File: src/hdl/kli_pkg.sv
package kli_pkg;

    localparam int KLI_MAX_KEYFRAMES = 16;
    localparam int KLI_NUM_CHANNELS  = 16;

    localparam logic [15:0] KLI_STEPS_RESET  = 16'd100;
    localparam logic [4:0]  KLI_FRAMES_RESET = 5'd0;

    // Request codes carried in req_type.
    localparam logic [1:0] REQ_WRITE = 2'd0;
    localparam logic [1:0] REQ_PLAY  = 2'd1;
    localparam logic [1:0] REQ_TICK  = 2'd2;

    // Configuration register indexes.
    localparam logic CFG_STEPS  = 1'b0;
    localparam logic CFG_FRAMES = 1'b1;

    typedef struct packed {
        logic [1:0]         req_type;
        logic [3:0]         frame_index;
        logic [3:0]         channel_index;
        logic signed [23:0] key_value;
    } kli_in_t;

    typedef struct packed {
        logic [3:0]         channel;
        logic signed [23:0] pose_value;
        logic               playing;
        logic [3:0]         segment;
        logic               last;
    } kli_out_t;

endpackage

File: src/hdl/kli_div.sv
module kli_div
    import kli_pkg::*;
(
    input  logic               clk,
    input  logic               rst_n,
    input  logic               start,
    input  logic signed [24:0] diff,
    input  logic [15:0]        steps,
    output logic               done,
    output logic signed [31:0] result
);

    // Restoring division of |diff| * 256 by steps, one quotient bit per cycle.
    logic        busy_reg;
    logic [4:0]  cnt_reg;
    logic [16:0] rem_reg;
    logic [31:0] quo_reg;
    logic [15:0] divisor_reg;
    logic        neg_reg;
    logic        zero_reg;
    logic        done_reg;

    logic [16:0] trial;
    logic        fits;
    logic [24:0] mag;

    assign trial = {rem_reg[15:0], quo_reg[31]};
    assign fits  = trial >= {1'b0, divisor_reg};
    assign mag   = diff[24] ? 25'(-diff) : 25'(diff);

    always_ff @(posedge clk or negedge rst_n)
    begin
        if (!rst_n)
        begin
            busy_reg    <= 1'b0;
            cnt_reg     <= '0;
            rem_reg     <= '0;
            quo_reg     <= '0;
            divisor_reg <= '0;
            neg_reg     <= 1'b0;
            zero_reg    <= 1'b0;
            done_reg    <= 1'b0;
        end
        else
        begin
            done_reg <= 1'b0;
            if (start)
            begin
                busy_reg    <= 1'b1;
                cnt_reg     <= '0;
                rem_reg     <= '0;
                quo_reg     <= {mag[23:0], 8'h00};
                divisor_reg <= steps;
                neg_reg     <= diff[24];
                zero_reg    <= (steps == 16'd0);
            end
            else if (busy_reg)
            begin
                rem_reg <= fits ? (trial - {1'b0, divisor_reg}) : trial;
                quo_reg <= {quo_reg[30:0], fits};
                cnt_reg <= cnt_reg + 5'd1;
                if (cnt_reg == 5'd31)
                begin
                    busy_reg <= 1'b0;
                    done_reg <= 1'b1;
                end
            end
        end
    end

    assign done = done_reg;

    always_comb
    begin
        if (zero_reg)
        begin
            result = '0;
        end
        else if (neg_reg)
        begin
            result = (quo_reg > 32'h8000_0000) ? 32'sh8000_0000 : signed'(-quo_reg);
        end
        else
        begin
            result = quo_reg[31] ? 32'sh7FFF_FFFF : signed'(quo_reg);
        end
    end

endmodule

File: config.mk
export PLATFORM = sky130hd
export DESIGN_NAME = kli_div
export DESIGN_NICKNAME = d
export VERILOG_FILES = /design/src/hdl/kli_pkg.sv /design/src/hdl/kli_div.sv
export SDC_FILE = /design/constraint.sdc
export NUM_CORES = 1
export LEC_CHECK = 0
export BUFFER_PORTS_ARGS = -buffer_cell sky130_fd_sc_hd__buf_4
export CAP_MARGIN = 20
export CORE_AREA = 2 2 117 119
export DETAILED_ROUTE_END_ITERATION = 6
export DIE_AREA = 0 0 119 121
export HOLD_SLACK_MARGIN = 0.06
export PLACE_DENSITY = 0.77
export SKIP_LAST_GASP = 1
export SLEW_MARGIN = 40
export SYNTH_ARGS = -nofsm -noshare
export SYNTH_HDL_FRONTEND = slang
export SYNTH_SLANG_ARGS = --single-unit
export TNS_END_PERCENT = 10
File: constraint.sdc
create_clock -name clk -period 2.45 [get_ports clk]
set_clock_uncertainty 0.1 [all_clocks]
set_input_delay 0.245 -clock clk [delete_from_list [all_inputs] [get_ports clk]]
set_output_delay 0.245 -clock clk [all_outputs]
set_load 0.03 [all_outputs]
; Word-level counts from Yosys, hierarchy flattened
; Index checks and enable logic that the tools add are counted.
[totals]
reg_bits = 73
in_bits = 44
out_inout_bits = 33
elab_cells = 35
[classes]
addsub = 4
n_lt_le_gt_ge = 2
eq_ne = 1
n_mux = 18
n_reduce_logical = 2
[op_table]
columns = op, count
row1 = $mux W32, 5
row2 = $mux W16, 3
row3 = $gt A32 B32 Y1 const B, 1
row4 = $neg A32 Y32, 1
row5 = $mux W31, 1
row6 = $mux W24, 1
row7 = $neg A24 Y24, 1
row8 = $ge A17 B16 Y1, 1
row9 = $logic_not A16 Y1, 1
row10 = $sub A16 B16 Y16, 1
row11 = $mux W5, 2
row12 = $mux W1, 6
row13 = $add A5 B1 Y5 const B, 1
row14 = $eq A5 B5 Y1 const B, 1
row15 = $reduce_bool A2 Y1, 1

; Depth between registers and ports, before layout
[depth]
ltp_word = 4
ltp_mapped = 9
ltp_nobuf = 9

; Worst setup path after synthesis
; OpenSTA, ideal clock, no wires.
[synth_timing]
path_type = reg2out
startpoint = register quo_reg[0]
endpoint = output port result[26]
arrival_time_ns = 2.799
required_ns = 2.105
slack_ns = -0.694
stages_incl_launch_ff = 9
path_buffers = 1
path_cell_list = dfrtp_1 > inv_1 > ha_1 > or3b_4 > or4_1 > buf_2 > nor3_4 > nand2_1 > a311oi_1
[synth_between]
elab_chain_len = 4
elab_cells_between_ends = 5
cone_classes = add/sub (1) / order compare (1) / mux (3)
[synth_lines]
columns = element, line_no
row1 = from (decl), kli_div.sv:17  ; logic [31:0] quo_reg;
row2 = from (signal assigned), kli_div.sv:52  ; quo_reg <= {mag[23:0], 8'h00};
row3 = from (signal assigned), kli_div.sv:60  ; quo_reg <= {quo_reg[30:0], fits};
row4 = $neg A32 Y32 / $gt A32 B32 Y1 (equally long branches), kli_div.sv:81  ; result = (quo_reg > 32'h8000_0000) ? 32'sh8000_0000 : signed'(-quo_reg);
row5 = $mux W32 *, kli_div.sv:81
row6 = $mux W32 *, kli_div.sv:79  ; else if (neg_reg)
row7 = $mux W32 *, kli_div.sv:75  ; if (zero_reg)
row8 = to (decl), kli_div.sv:10  ; output logic signed [31:0] result
; Mark *: on every way between the ends. The rest lies on a longest branch, timed or not.

; Worst setup path in the final report
[layout_timing]
startpoint = register quo_reg[18]
endpoint = output port result[16]
[layout_between]
elab_chain_len = 4
[layout_lines]
columns = element, line_no
row1 = $gt A32 B32 Y1, kli_div.sv:81
row2 = $mux W32, kli_div.sv:81
row3 = $mux W32, kli_div.sv:79
row4 = $mux W32, kli_div.sv:75
; Every way passes these cells.

==> results_dict.tcl <==
set metrics [dict create \
    postSynthCellCount 720 \
    htree_levels 3 \
    area_growth_pct 39.3 \
    grt_usage_pct 25.2 \
    cts-root-buf "clkbuf_16" \
    die_h_um 121 \
    finalCritPeriodShare_pct 126 \
    startpoint_type "register" \
    drive_gt1_share_pct 29.8 \
    initial_core_util_pct 44.5 \
    failed_checks "setup timing" \
    crit_chain "or4_4, nor4_4, a41oi_2, buf_4, o41ai_2, nand2_1, a21oi_2, buf_6" \
    gp_congestion 0.913 \
    total_power_mw 4.52 \
    rsz0062_at_grt "true" \
    slew_viol_final 0 \
    critPathMaxStageDelay_ns 0.58 \
    synth_top_cell_by_area "dfrtp_1" \
    tightest_slew_ns 0.745 \
    outcome "finished with violations" \
    final_cell_area_sq_um 8110 \
    viasPerCell 5.85 \
    clk_latency_ns 0.34 \
    clockBufferDepth 2 \
    synth_warnings 0 \
    fp.dieW_um 119 \
    grt_pass1_vias 5858 \
    max_freq_mhz 324 \
    drcViolationCount 0 \
    hold_violations 0 \
    nets 964 \
    synth-edff-count 0 \
    drtAntennaViolNets 0 \
    arrival_ns 2.74 \
    drt_iter0_markers 636 \
    dpl_cell_area_sq_um 7530 \
    wirelength_um 17800 \
    ff2ff_setup_slack_ns -0.26 \
    fill_cells 1084 \
    yosysSeqAreaShare_pct 31.4 \
    vias 6316 \
    netlist.area_leader.share_pct 31.4 \
    cts_tree "built" \
    hpwl_um 13000 \
    antenna_found_initial 0 \
    relSlewSlack_pct 49.9 \
    utilization_pct 62.0 \
    min_period_ns 3.08 \
    hold-worst-slack_ns 0.0671 \
    pre_cts_ws_ns -0.329 \
    wire_per_inst_um 16.5 \
    avgSynthCellArea_sq_um 8.09 \
    grt_pass1_wl_um 29200 \
    rows 42 \
    num_antenna_cells 0 \
    worst_slack_ns -0.633 \
    mostFrequentLayoutCell "buf_4" \
    cts_buffers 9 \
    coreArea_sq_um 13100 \
    die_area_sq_um 14400 \
    netlist_area_sq_um 5820 \
    worst-path-buf-inv 2 \
    layout_common_cells "buf_4, nand2_1, dfrtp_1, nor2_1, o21ai_0" \
    synthDistinctLibCells 68 \
    synth-seq-cells 73 \
    cts.sinks 73 \
    p_per_area_nw_per_um2 557 \
    critPathTopFamily "simple AND/OR/NAND/NOR gates" \
    grt_max_degree 78 \
    cp_slowest_cell "or4_4" \
    p_leak_nw 3.69 \
    ir_worst_vdd_mv 0.390 \
    cap_violations 0 \
    largest_register_ffs 32 \
    drt_pass1_iterations 5 \
    grt-ovfl-total 0 \
    yosys-top-cells-area "dfrtp_1, nand2_1, nor2_1" \
    clkTransAtPathRegs_ns 0.06 \
    crit_fanout 3 \
    cp_data_required_time_ns 2.11 \
    critPathCaptureType "output pin" \
    hold_class "input port to register" \
    io_buffers 76 \
    io_pins 77 \
    syn_nets 785 \
    crit_type "register to output pin" \
    ys_async_sr_fraction_pct 100 \
    setup_violations 48 \
    synth_ff_type "dfrtp_1" \
]
[worst min-delay path, cell delays in order]
cell and delay [ns]:
buf_4 0.08, nand2_1 0.04, o21ai_0 0.09
[repair_timing]
action                                  4_1_cts  5_1_grt
hold buffers                                 15        0
pin swaps                                     7        7
endpoints found under the setup margin       48       49
setup buffers                                 3        0
resized for setup                             8        6
hold endpoints to repair                     64        0
[where the power goes]
group / switching [mW] / internal (mW) / leakage, nW
clock network: 0.508 / 1.03 / 0.167
registers: 0.0709 / 1.29 / 0.921
logic: 0.911 / 0.710 / 2.60
total: 1.49 / 3.03 / 3.69
[layout make-up]
class / instances / area (sq um) / area share (%)
repair buffers: 213 / 1700 / 20.9
inverters: 31 / 116 / 1.43
flip-flops and latches: 73 / 1830 / 22.6
well taps: 176 / 220 / 2.71
clock buffers: 12 / 246 / 3.04
multi-input cells: 571 / 3900 / 48.1
clock inverters: 4 / 98.8 / 1.22
[cell families (layout without fill, tap and decap cells)]
kind of cell	after synthesis	count (layout)	share of synthesized area [%]
AND/OR/NAND/NOR	265	265	23.2
AO/OA/AOI/OAI	227	227	26.3
buffers and inverters	76	260	5.13
flip-flops	73	73	31.4
XOR/XNOR	31	31	4.66
multiplexers	27	27	4.68
adder cells (fa/ha/maj)	21	21	4.64
[synthesized netlist by cell type (3+ instances only)]
cell,instances
buf_1,3
a211o_1,3
nor2b_1,15
clkbuf_1,36
a21oi_1,46
nand3_1,10
o22ai_1,7
nand3b_1,4
o211ai_1,3
mux2i_1,25
o41ai_1,8
a31oi_1,16
o32ai_1,6
dfrtp_1,73
o31ai_1,11
xor2_1,17
inv_1,31
nor3_1,16
nand2b_1,8
o21ai_0,50
buf_2,5
o21a_1,4
o21bai_1,5
nand2_1,78
a311oi_1,17
nor4_1,17
or4_1,5
o31a_1,6
ha_1,20
xnor2_1,14
nor2_1,76
a211oi_1,17
nand4_1,6
a21o_1,4
nor3b_1,3
or3_1,10
[per-layer routing]
| layer | up-vias | share of wire, % | GRT usage, % |
|---|---|---|---|
| li1 | 3032 | - | - |
| met3 | 34 | 7.5 | 4.14 |
| met4 | 0 | 1.9 | 7.29 |
| met2 | 275 | 44 | 38.5 |
| met1 | 2975 | 47 | 36.6 |
| met5 | - | 0 | 0 |
[per-stage QoR]
step / cells / TNS [ns]
after floorplan: 720 / -6.04
after global placement: 1046 / -4.97
after detailed placement: 1046 / -6.70
after CTS: 1080 / -20.63
after global routing: 1080 / -25.09
final: 1080 / -18.24
[worst paths after layout]
| kind | startpoint | to | cells after the start |
|---|---|---|---|
| min in group asynchronous | rst_n | done | 2 |
| hold reg to reg | divisor_reg[0] | divisor_reg[0] | 1 |
| setup / recovery | quo_reg[18] | result[16] | 8 |
| max in group asynchronous | rst_n | rem_reg[6] | 3 |
| setup reg to reg | divisor_reg[6] | rem_reg[1] | 10 |
| hold / removal | steps[4] | divisor_reg[4] | 3 |
Power figures use the tool's default switching activity.
